File: src/rtl/core/pgf_pkg.sv
// Shared types and constants for the pairwise gravity force engine.
// Holds the controller/datapath command and status structs and the saturating add.
// No dependencies.
package pgf_pkg;

    localparam int IN_DATA_W  = 144;
    localparam int OUT_DATA_W = 192;
    localparam int RES_W      = 48;

    localparam logic [2:0] REG_BODY_COUNT = 3'd0;
    localparam logic [2:0] REG_SOFTENING  = 3'd1;
    localparam logic [2:0] REG_GRAVITY    = 3'd2;
    localparam logic [2:0] REG_DECIMATION = 3'd3;
    localparam logic [2:0] REG_PHASE      = 3'd4;

    localparam logic [62:0] LIM63 = {63{1'b1}};

    typedef enum logic [4:0] {
        OP_NONE, OP_LOAD, OP_INIT, OP_MOD, OP_LDIV, OP_OFF, OP_RD, OP_DIFF, OP_SQ,
        OP_SQRT_INIT, OP_SQRT, OP_RDMUL, OP_DINIT, OP_DIV, OP_ACC, OP_NEXT,
        OP_FINIT, OP_FMUL, OP_FEND, OP_OUT
    } t_op;

    typedef struct packed {
        t_op        op;
        logic [1:0] k;    // component: 0..2 force axes, 3 potential
        logic [1:0] sub;  // partial product index
    } t_cmd;

    typedef struct packed {
        logic       mod_done;
        logic       j_done;
        logic       skip;
        logic [3:0] mag_zero;
        logic       out_busy;
    } t_stat;

    // Signed 64-bit add of a magnitude, clamped at +-(2^63-1); top bit flags a clamp.
    function automatic logic [64:0] sat_add(input logic [63:0] acc, input logic neg,
                                            input logic [62:0] mag);
        logic [65:0] a;
        logic [65:0] b;
        logic [65:0] s;
        a = {{2{acc[63]}}, acc};
        b = {3'b000, mag};
        s = neg ? (a - b) : (a + b);
        if ($signed(s) > $signed({3'b000, LIM63})) begin
            return {1'b1, 1'b0, LIM63};
        end else if ($signed(s) < -$signed({3'b000, LIM63})) begin
            return {1'b1, 64'h8000_0000_0000_0001};
        end
        return {1'b0, s[63:0]};
    endfunction

endpackage

File: src/rtl/core/pgf_ctrl.sv
// Sequencer of the gravity engine: walks the slice, pairs and final scaling.
// Drives pgf_dp through t_cmd and reads t_stat; depends on pgf_pkg.
module pgf_ctrl #(
    parameter int MAX_BODIES = 1024
) (
    input  logic           i_clk,
    input  logic           i_rst_n,
    input  logic           i_take,
    input  logic           i_kind,
    input  pgf_pkg::t_stat i_stat,
    output pgf_pkg::t_cmd  o_cmd,
    output logic           o_ready
);
    import pgf_pkg::*;

    localparam int CNT_W = $clog2(MAX_BODIES + 1);
    localparam int NW    = (CNT_W > 11) ? CNT_W : 11;

    typedef enum logic [4:0] {
        S_IDLE, S_LOAD, S_INIT, S_MOD, S_LDIV, S_OFF, S_CHK, S_RD, S_DIFF, S_SQ,
        S_SQRT0, S_SQRT, S_RDMUL, S_DINIT, S_DIV, S_ACC, S_NEXT, S_FINIT, S_FMUL,
        S_FEND, S_OUT
    } t_state;

    t_state     r_state;
    logic [6:0] r_cnt;
    logic [1:0] r_k;
    logic [1:0] r_sub;
    logic       r_ready;

    always_comb begin
        o_cmd.k   = r_k;
        o_cmd.sub = r_sub;
        unique case (r_state)
            S_LOAD:  o_cmd.op = OP_LOAD;
            S_INIT:  o_cmd.op = OP_INIT;
            S_MOD:   o_cmd.op = OP_MOD;
            S_LDIV:  o_cmd.op = OP_LDIV;
            S_OFF:   o_cmd.op = OP_OFF;
            S_RD:    o_cmd.op = OP_RD;
            S_DIFF:  o_cmd.op = OP_DIFF;
            S_SQ:    o_cmd.op = OP_SQ;
            S_SQRT0: o_cmd.op = OP_SQRT_INIT;
            S_SQRT:  o_cmd.op = OP_SQRT;
            S_RDMUL: o_cmd.op = OP_RDMUL;
            S_DINIT: o_cmd.op = i_stat.mag_zero[r_k] ? OP_NONE : OP_DINIT;
            S_DIV:   o_cmd.op = OP_DIV;
            S_ACC:   o_cmd.op = OP_ACC;
            S_NEXT:  o_cmd.op = OP_NEXT;
            S_FINIT: o_cmd.op = OP_FINIT;
            S_FMUL:  o_cmd.op = OP_FMUL;
            S_FEND:  o_cmd.op = OP_FEND;
            S_OUT:   o_cmd.op = i_stat.out_busy ? OP_NONE : OP_OUT;
            default: o_cmd.op = OP_NONE;
        endcase
    end

    always_ff @(posedge i_clk) begin
        if (!i_rst_n) begin
            r_state <= S_IDLE;
            r_cnt   <= '0;
            r_k     <= '0;
            r_sub   <= '0;
            r_ready <= 1'b1;
        end else begin
            unique case (r_state)
                S_IDLE: begin
                    if (i_take) begin
                        r_ready <= 1'b0;
                        r_state <= i_kind ? S_INIT : S_LOAD;
                    end
                end
                S_LOAD: begin
                    r_ready <= 1'b1;
                    r_state <= S_IDLE;
                end
                S_INIT: r_state <= S_MOD;
                S_MOD: begin
                    if (i_stat.mod_done) begin
                        r_cnt   <= 7'(NW - 1);
                        r_state <= S_LDIV;
                    end
                end
                S_LDIV: begin
                    if (r_cnt == 7'd0) r_state <= S_OFF;
                    else r_cnt <= r_cnt - 1'b1;
                end
                S_OFF: r_state <= S_CHK;
                S_CHK: begin
                    r_k     <= '0;
                    r_state <= i_stat.j_done ? S_FINIT : S_RD;
                end
                S_RD:   r_state <= S_DIFF;
                S_DIFF: r_state <= S_SQ;
                S_SQ: begin
                    if (r_k == 2'd2) r_state <= S_SQRT0;
                    else r_k <= r_k + 1'b1;
                end
                S_SQRT0: begin
                    r_cnt   <= 7'd33;
                    r_state <= i_stat.skip ? S_NEXT : S_SQRT;
                end
                S_SQRT: begin
                    r_sub <= '0;
                    if (r_cnt == 7'd0) r_state <= S_RDMUL;
                    else r_cnt <= r_cnt - 1'b1;
                end
                S_RDMUL: begin
                    if (r_sub == 2'd2) begin
                        r_k     <= 2'd3;
                        r_state <= S_DINIT;
                    end else begin
                        r_sub <= r_sub + 1'b1;
                    end
                end
                S_DINIT, S_ACC: begin
                    if (r_state == S_DINIT && !i_stat.mag_zero[r_k]) begin
                        r_cnt   <= 7'd103;
                        r_state <= S_DIV;
                    end else if (r_k == 2'd3) begin
                        // potential done first, then the three axes
                        r_k     <= 2'd0;
                        r_state <= S_DINIT;
                    end else if (r_k == 2'd2) begin
                        r_state <= S_NEXT;
                    end else begin
                        r_k     <= r_k + 1'b1;
                        r_state <= S_DINIT;
                    end
                end
                S_DIV: begin
                    if (r_cnt == 7'd0) r_state <= S_ACC;
                    else r_cnt <= r_cnt - 1'b1;
                end
                S_NEXT: r_state <= S_CHK;
                S_FINIT: begin
                    r_sub   <= '0;
                    r_state <= S_FMUL;
                end
                S_FMUL: begin
                    if (r_sub == 2'd3) r_state <= S_FEND;
                    else r_sub <= r_sub + 1'b1;
                end
                S_FEND: begin
                    if (r_k == 2'd3) begin
                        r_state <= S_OUT;
                    end else begin
                        r_k     <= r_k + 1'b1;
                        r_state <= S_FINIT;
                    end
                end
                S_OUT: begin
                    if (!i_stat.out_busy) begin
                        r_ready <= 1'b1;
                        r_state <= S_IDLE;
                    end
                end
                default: r_state <= S_IDLE;
            endcase
        end
    end

    assign o_ready = r_ready;

endmodule

File: config.mk
export PLATFORM = sky130hd
export DESIGN_NAME = pgf_ctrl
export DESIGN_NICKNAME = d
export VERILOG_FILES = /design/src/rtl/core/pgf_pkg.sv /design/src/rtl/core/pgf_ctrl.sv
export SDC_FILE = /design/constraint.sdc
export NUM_CORES = 1
export LEC_CHECK = 0
export BUFFER_PORTS_ARGS = -buffer_cell sky130_fd_sc_hd__buf_2
export CAP_MARGIN = 25
export CORE_UTILIZATION = 45
export DETAILED_ROUTE_END_ITERATION = 8
export PLACE_DENSITY = 0.73
export SLEW_MARGIN = 20
export SYNTH_ARGS = -nofsm -noshare
export SYNTH_HDL_FRONTEND = slang
export SYNTH_SLANG_ARGS = --single-unit
export TNS_END_PERCENT = 20
File: constraint.sdc
create_clock -name i_clk -period 5.52 [get_ports i_clk]
set_input_delay 1.104 -clock i_clk [delete_from_list [all_inputs] [get_ports i_clk]]
set_output_delay 1.104 -clock i_clk [all_outputs]
set_load 0.005 [all_outputs]
== After elaboration in Yosys (flattened, before gate mapping) ==
Index checks and enable logic that the tools add are counted.

* $add $sub $neg: 3
* Multiply operators: 0
* Divide/modulo/power cells: 0
* $lt $le $gt $ge: 1
* Eq/ne operators: 39
* Shifts and indexed selects: 0
* Mux-type cells: 38
* Bitwise operators: 0
* Reductions and logical operators: 17

{| class="wikitable"
|+ Operator list
! cell !! number
|-
| $pmux 5 s19 || 1
|-
| $pmux 5 s18 || 1
|-
| $mux 5 || 15
|-
| $eq 5x4->1 const B || 8
|-
| $ne 2x2->1 const B || 15
|-
| $pmux 7 s4 || 1
|-
| $eq 5x5->1 const B || 5
|-
| $mux 7 || 3
|-
| $eq 5x3->1 const B || 4
|-
| $mux 2 || 8
|-
| $eq 5x2->1 const B || 2
|-
| $pmux 2 s5 || 1
|-
| $reduce_and 9->1 || 1
|-
| $eq 2x2->1 const B || 4
|-
| $reduce_and 4->1 || 2
|-
| $logic_not 7->1 || 1
|-
| $sub 7x1->7 const B || 1
|-
| $pmux 2 s3 || 1
|-
| $reduce_and 3->1 || 2
|-
| $reduce_bool 3->1 || 2
|-
| $reduce_or 2->1 || 3
|-
| $eq 5x1->1 const B || 1
|-
| $logic_not 5->1 || 1
|-
| $reduce_bool 5->1 || 1
|-
| other kinds (11) || 14
|}

* Register bits: 17
* Bits in latches: 0
* RAM bits: 0
* ROM bits: 0
* Input port bits: 12
* Output and inout port bits: 10
* Word-level logic and storage cells: 103
* Memories: 0

== Depth between registers and ports, before layout ==
Gate-level depths: netlist (run 1).

* Word-level depth: 6
* Mapped depth: 8
* Mapped depth without buffers: 7

== Worst setup path after synthesis (run 1) ==
Ideal clock, no wire load.

* Path type: input to output
* Start point: input i_stat[4] in the netlist's numbering
* End point: output o_cmd[6] in the netlist's numbering
* Arrival: 2.095 ns
* Required time: 4.416 ns
* Setup slack: 2.321 ns
* Cell stages on the path: 5
* Buffers on the path: 0
* Cell sequence: mux4_2 -> a21oi_1 -> o21a_1 -> a21oi_1 -> o32ai_1

{| class="wikitable"
|+ RTL lines
! what !! line !! RTL
|-
| start, declared || pgf_ctrl.sv:10 || <nowiki>input pgf_pkg::t_stat i_stat,</nowiki>
|-
| end, declared || pgf_ctrl.sv:11 || <nowiki>output pgf_pkg::t_cmd o_cmd,</nowiki>
|}

==> flow_metrics.tcl, run 1 <==
set metrics [dict create \
    status "complete, no violations" \
    grt_max_degree 34 \
    vias 1883 \
    power_uw 594 \
    synth_most_common_cell "a21oi_1" \
    synth_seq_cells 17 \
    cpPeakStageDelay_ns 0.57 \
    yosys_warnings 0 \
    timing.hold.ws_ns 0.472 \
    synth_top_area_share 0.190 \
    timing_hold_violations_final 0 \
    port_buffers 21 \
    maxSlewViolCount 0 \
    grt_pass1_vias 1591 \
    gp_congestion 0.879 \
    skew_ns 0.00412 \
    coreArea_sq_mm 0.00374 \
    cts.sinks 17 \
    ys_async_sr_fraction 0 \
    leakagePower_nw 0.714 \
    drt-total-wl_mm 4.70 \
    setup_slack_ns 2.02 \
    synthDominantAreaCellType "dfxtp_1" \
    finalCriticalPeriod_ns 3.50 \
    path_buf_inv 2 \
    worst-setup-path-type "in2out" \
    diodes 0 \
    pin_count 22 \
    synth-main-ff-cell "dfxtp_1" \
    synth.cell_area_sq_mm 0.00179 \
    synth_cells 234 \
    crit_arrival_ns 2.39 \
    cts_max_level 1 \
    postCtsSetupBuffers 0 \
    grt_pass1_wl_mm 7.68 \
    reg2regPathDepth 5 \
    ir_worst_vdd_mv 0.196 \
    syn2layout_area_growth_pct 7.54 \
    critical_path_depth 7 \
    die-area_sq_mm 0.00424 \
    worstHoldPathType "reg2reg" \
    drt_iter0_markers 228 \
    numPlacedInstances 286 \
    nets 264 \
    whs_path_depth 2 \
    timing.max_cap.violations 0 \
    worst_slew_pin_slew_ns 1.00 \
    grt_overflow 0 \
    design_area_sq_mm 0.00193 \
    fin_crit_sh 0.634 \
    dpl-instance-area_sq_mm 0.00187 \
    clock_latency_ns 0.25 \
    fin_util 0.515 \
    syn-num-nets 254 \
    die_h_microns 65.1 \
    drc 0 \
    relSlewSlack 0.330 \
    critPathRequiredTime_ns 4.42 \
    synth_edf_count 0 \
    crit_family "multiplexers" \
    finalSetupTns_ns 0 \
    ys_top_cells_by_area "dfxtp_1 (19%), a21oi_1 (7.3%), ha_1 (5.6%)" \
    crit_chain "buf_2 > mux4_2 > a21oi_1 > o21a_1 > a21oi_1 > o32ai_1 > buf_2" \
    syn_area_per_cell_sq_um 7.66 \
    viasPerCell 6.47 \
    critPathSlowestCell "mux4_2" \
    cp-end-kind "output pin" \
    ys_types 68 \
    tritoncts "yes" \
    hpwl_mm 3.30 \
    seq_area_frac_synth 0.190 \
    setup_viol 0 \
    power.density_mw_per_mm2 308 \
    cts-resized-gates 0 \
    max_freq_mhz 286 \
    dieWidth_microns 65.1 \
    root_buffer "clkbuf_8" \
    grt_usage 0.230 \
    clk_pin_slew_ns 0.06 \
    drive_above_1_share 0.181 \
    grt_antenna_before_repair 0 \
    clock_path_buffers 2 \
    synth_common_cells "a21oi_1 (26), nor2_1 (18), dfxtp_1 (17), o21ai_0 (14), inv_1 (11)" \
    core.rowCount 22 \
    wire_per_inst_microns 16.2 \
    hold_buffers 0 \
    cts_buffers 3 \
    post-place-ws_ns 2.02 \
    finalNonFillerCells 291 \
    critPathMaxFanout 6 \
    worstSetupStartpointType "primary input" \
    first_pass_iters 6 \
    rsz0062_at_grt "false" \
    initial_utilization 0.479 \
    final_antenna_net_count 0 \
]
cell usage in the layout (no fill, tap or decap), drive strengths merged, types with 4 or more instances in the layout:
cell     instances
or3              4
nand2            8
o2bb2ai          5
nor3             7
inv             12
or2              4
nor4             6
buf             23
o21ai           22
ha               8
nand2b           6
o311ai           4
a21oi           27
dfxtp           17
nor2            18
clkbuf           4
and3b            4
nand3            4
cell type report:
type	count	area [sq um]
multi-input cells	185	1310
inverters	14	52.6
well taps	48	60.1
repair buffers	23	124
flip-flops and latches	17	340
clock buffers	4	45.0
fillers	385	1820
worst reg2reg max path, stage by stage (launching register included):
cell       delay (ns)
dfxtp_1          0.91
clkinv_1         0.50
nor4_1           0.39
nor3_1           0.12
a31oi_2          0.30
o2bb2ai_1        0.15
per-layer routing:
metal	vias up	share of wire	track usage
met5	-	0	0
met4	0	0.0062	0.0353
met3	5	0.071	0.0382
met2	90	0.45	0.371
met1	868	0.48	0.326
li1	920	-	-
registers in the layout (all words and copies together) (netlist names):
name / flops
r_k: 2
o_ready: 1
r_sub: 2
r_cnt: 7
r_state: 5
cells by family after synthesis:
family,count (synthesis),share of synthesized area
XOR/XNOR,1,0.00489
AND/OR/NAND/NOR,79,0.270
flip-flops,17,0.190
multiplexers,1,0.0126
adder cells (fa/ha/maj),9,0.0615
AO/OA/AOI/OAI,95,0.380
buffers and inverters,32,0.0817
report_power, final:
part	switching (mW)	internal (mW)
logic	0.197	0.125
registers	0.0384	0.141
clock network	0.0409	0.0512
final timing paths:
path,start,end,slack [ns]
min,r_cnt[1],r_cnt[1],0.47
max reg2reg,r_state[3],r_state[0],3.08
min reg2reg,r_cnt[1],r_cnt[1],0.47
max,i_stat[4],o_cmd[6],2.02
No activity file was read; power rests on OpenSTA's default activity.
==> inputs of run 2 (changes only) <==
==> constraint.sdc (replaced) <==
create_clock -name i_clk -period 3.5 [get_ports i_clk]
set_input_delay 0.7 -clock i_clk [delete_from_list [all_inputs] [get_ports i_clk]]
set_output_delay 0.7 -clock i_clk [all_outputs]
set_load 0.005 [all_outputs]
==> flow_metrics.tcl, run 2 (synthesis results as in run 1) <==
set metrics [dict create \
    status "complete, no violations" \
    tritoncts "yes" \
    crit_arrival_ns 2.08 \
    crit_start "r_state[2]" \
    setup_viol 0 \
    max_flop_register "r_cnt" \
    ir_worst_vdd_mv 0.301 \
    hold_path.startpoint "r_cnt[1]" \
    cts.sinks 17 \
    timing.max_cap.violations 0 \
    critPathMaxFanout 33 \
    nets 265 \
    syn2layout_area_growth_pct 7.75 \
    hold_buffers 0 \
    cts-resized-gates 0 \
    drc 0 \
    dpl-instance-area_sq_mm 0.00189 \
    max_freq_mhz 360 \
    post-place-ws_ns 0.794 \
    viasPerCell 6.35 \
    skew_ns 0.00292 \
    crit_family "flip-flops" \
    root_buffer "clkbuf_8" \
    leakagePower_nw 0.719 \
    grt_usage 0.229 \
    clock_latency_ns 0.25 \
    grt_pass1_vias 1628 \
    wire_per_inst_microns 15.8 \
    design_area_sq_mm 0.00193 \
    diodes 0 \
    final_antenna_net_count 0 \
    gp_congestion 0.857 \
    relSlewSlack 0.326 \
    regToRegSetupSlack_ns 1.05 \
    grt_max_degree 34 \
    clock_path_buffers 2 \
    worstSetupStartpointType "register" \
    cpPeakStageDelay_ns 0.99 \
    setup_slack_ns 0.721 \
    cts_max_level 1 \
    clk_pin_slew_ns 0.06 \
    drt-total-wl_mm 4.61 \
    cp-end-kind "output pin" \
    final_common_cell "a21oi_1" \
    path_buf_inv 2 \
    coreArea_sq_mm 0.00374 \
    maxSlewViolCount 0 \
    rr_startpoint "r_state[4]" \
    critical_path_depth 5 \
    fin_util 0.516 \
    numPlacedInstances 288 \
    hpwl_mm 3.33 \
    grt_antenna_before_repair 0 \
    first_pass_iters 5 \
    core.rowCount 22 \
    n_fill_cell 383 \
    timing_hold_violations_final 0 \
    timing.hold.ws_ns 0.475 \
    pin_count 22 \
    power.density_mw_per_mm2 485 \
    die-area_sq_mm 0.00424 \
    worst_slew_pin_slew_ns 1.01 \
    reg2regPathDepth 6 \
    worstHoldPathType "reg2reg" \
    port_buffers 21 \
    dieWidth_microns 65.1 \
    initial_utilization 0.479 \
    vias 1853 \
    largestRegisters "r_cnt: 7 flops, r_state: 5 flops" \
    grt_overflow 0 \
    cts_buffers 3 \
    critPathSlowestCell "dfxtp_1" \
    power_uw 937 \
    postCtsSetupBuffers 0 \
    most-common-layout-cells "a21oi_1 (26), buf_2 (21), nor2_1 (18)" \
    largest_reg_flops 7 \
    finalCriticalPeriod_ns 2.78 \
    rsz0062_at_grt "false" \
    finalNonFillerCells 292 \
    critPathRequiredTime_ns 2.80 \
    drive_above_1_share 0.184 \
    fin_crit_sh 0.794 \
    grt_pass1_wl_mm 7.69 \
    drt_iter0_markers 202 \
    r2r_end "r_state[0]" \
    worst-setup-path-type "reg2out" \
    crit_chain "inv_1 > nor3_1 > a21oi_1 > nor2_1 > buf_2" \
    crit_end "o_cmd[8]" \
    die_h_microns 65.1 \
    finalSetupTns_ns 0 \
]
## run 2: where the power goes
group / leakage [nW] / internal (mW) / total, mW / switching, mW
registers: 0.138 / 0.222 / 0.295 / 0.0723
logic: 0.559 / 0.197 / 0.499 / 0.302
clock network: 0.0228 / 0.0807 / 0.144 / 0.0632
total: 0.719 / 0.500 / 0.937 / 0.437
## run 2: final cells by class
type                            count  area (sq um)  share of cell area
Sequential cell                    17           340               0.176
Multi-Input combinational cell    185          1310               0.676
Timing Repair Buffer               24           128              0.0661
Clock buffer                        4          45.0              0.0233
Tap cell                           48          60.1              0.0311
Inverter                           14          52.6              0.0272
## run 2: layer usage
metal	part of all wire	up-vias	track usage	routed length, microns
met5	0	-	0	0
met4	0.013	0	0.0489	61
met3	0.072	9	0.0313	331
met2	0.45	79	0.363	2080
met1	0.46	845	0.327	2130
li1	-	920	-	-
## run 2: worst min-delay path by stage
| stage | to | slack, ns | depth (start not counted) |
|---|---|---|---|
| after CTS | r_cnt[6] | 0.48 | 2 |
| after global routing | r_cnt[1] | 0.50 | 2 |
| final | r_cnt[1] | 0.47 | 2 |
| after global placement | r_cnt[6] | 0.47 | 2 |
| after detailed placement | r_cnt[6] | 0.47 | 2 |
| after floorplan | r_cnt[6] | 0.44 | 2 |
## run 2: worst reg2reg max path, delay by kind of cell (launching register included)
family | cells | cell delay (ns)
DFF | 1 | 0.61
AOI/OAI and AO/OA | 2 | 0.75
and+or+nand+nor | 3 | 0.69
buffers and inverters | 1 | 0.32
==> inputs of run 3 (changes only) <==
--- a/config.mk
+++ b/config.mk
@@ -9,7 +9,7 @@
 export CAP_MARGIN = 25
 export CORE_UTILIZATION = 45
 export DETAILED_ROUTE_END_ITERATION = 8
-export PLACE_DENSITY = 0.73
+export PLACE_DENSITY = 0.76
 export SLEW_MARGIN = 20
 export SYNTH_ARGS = -nofsm -noshare
 export SYNTH_HDL_FRONTEND = slang
==> constraint.sdc (replaced) <==
create_clock -name i_clk -period 2.4 [get_ports i_clk]
set_input_delay 0.48 -clock i_clk [delete_from_list [all_inputs] [get_ports i_clk]]
set_output_delay 0.48 -clock i_clk [all_outputs]
set_load 0.005 [all_outputs]
==> flow_metrics.tcl, run 3 (synthesis results as in run 1) <==
set metrics [dict create \
    setup_slack_ns 0.103 \
    ir_worst_vdd_mv 0.405 \
    grt_antenna_before_repair 0 \
    critPathRequiredTime_ns 1.92 \
    grt_overflow 0 \
    cts-resized-gates 0 \
    nets 272 \
    root_buffer "clkbuf_8" \
    viasPerCell 6.46 \
    diodes 0 \
    drc 0 \
    initial_utilization 0.479 \
    tritoncts "yes" \
    pin_count 22 \
    timing_hold_violations_final 0 \
    worstSetupStartpointType "register" \
    relSlewSlack 0.633 \
    clock_path_buffers 2 \
    grt_pass1_wl_mm 7.84 \
    design_area_sq_mm 0.00199 \
    coreArea_sq_mm 0.00374 \
    largestRegisters "r_cnt: 7 flops, r_state: 5 flops" \
    hold_buffers 0 \
    clock_latency_ns 0.26 \
    finalNonFillerCells 299 \
    max_freq_mhz 435 \
    timing.max_cap.violations 0 \
    syn2layout_area_growth_pct 11.2 \
    power.density_mw_per_mm2 702 \
    grt_usage 0.236 \
    crit_chain "mux4_2 > a21oi_2 > o21a_1 > a21oi_1 > o32ai_1 > buf_2" \
    hpwl_mm 3.51 \
    grt_max_degree 22 \
    drt_iter0_markers 136 \
    cpPeakStageDelay_ns 0.62 \
    drt-total-wl_mm 4.73 \
    drive_above_1_share 0.219 \
    fin_crit_sh 0.957 \
    finalSetupTns_ns 0 \
    crit_arrival_ns 1.82 \
    setup_viol 0 \
    first_pass_iters 5 \
    grt_pass1_vias 1673 \
    timing.hold.ws_ns 0.482 \
    cts.sinks 17 \
    largest_reg_flops 7 \
    gp_congestion 0.898 \
    numPlacedInstances 295 \
    power_mw 1.40 \
    port_buffers 21 \
    vias 1932 \
    finalCriticalPeriod_ns 2.30 \
    rsz0062_at_grt "false" \
    critPathSlowestCell "mux4_2" \
    post-place-ws_ns 0.149 \
    critPathMaxFanout 6 \
    die_h_microns 65.1 \
    core.rowCount 22 \
    postCtsSetupBuffers 0 \
    skew_ns 0.00799 \
    wire_per_inst_microns 15.8 \
    worstHoldPathType "reg2reg" \
    max_flop_register "r_cnt" \
    worst-setup-path-type "reg2out" \
    cts_max_level 1 \
    maxSlewViolCount 0 \
    dpl-instance-area_sq_mm 0.00194 \
    final_antenna_net_count 0 \
    worst_slew_pin_slew_ns 0.549 \
    leakagePower_nw 0.757 \
    fin_util 0.532 \
    cts_buffers 3 \
    regToRegSetupSlack_ns 0.25 \
    most-common-layout-cells "a21oi_1 (25), buf_2 (21), nor2_1 (18)" \
    die-area_sq_mm 0.00424 \
    final_common_cell "a21oi_1" \
    dieWidth_microns 65.1 \
    clk_pin_slew_ns 0.07 \
    cp-end-kind "output pin" \
    status "complete, no violations" \
]
run 3: cell count changes in the layout (fill, tap and decap cells not counted):
cell,change
clkinvlp_4,+1
clkinv_2,+1
a21oi_1,-1
buf_4,+7
clkbuf_1,-1
clkinv_1,-1
a21oi_2,+1
run 3: final cells by class:
type | count | area, sq um
Clock inverter | 1 | 5.00
Clock buffer | 3 | 41.3
Multi-Input combinational cell | 185 | 1310
Sequential cell | 17 | 340
Fill cell | 391 | 1750
Tap cell | 48 | 60.1
Timing Repair Buffer | 31 | 180
Inverter | 14 | 56.3
run 3: final timing paths:
path	from	endpoint	depth (start not counted)
worst max-delay path	r_k[0]	o_cmd[6]	6
worst min-delay path	r_cnt[1]	r_cnt[1]	2
worst max register to register	r_state[0]	r_state[2]	6
worst min register to register	r_cnt[1]	r_cnt[1]	2
run 3: worst max-delay path, delay by kind of cell, from the launching register on:
family / cells / cell delay, ns
flip-flops: 1 / 0.35
multiplexers: 1 / 0.62
AO/OA/AOI/OAI: 4 / 0.45
buffers and inverters: 1 / 0.15
run 3: metal layers:
layer  GRT usage  wire, microns  vias up
met3      0.0382            323        8
met5           0              0        -
li1            -              -      935
met1       0.333           2230      899
met2       0.352           2100       90
met4       0.103             78        0
run 3: power breakdown:
part	total (mW)	internal, mW	switching (mW)
clock network	0.215	0.115	0.100
registers	0.410	0.324	0.0863
logic	0.772	0.302	0.470
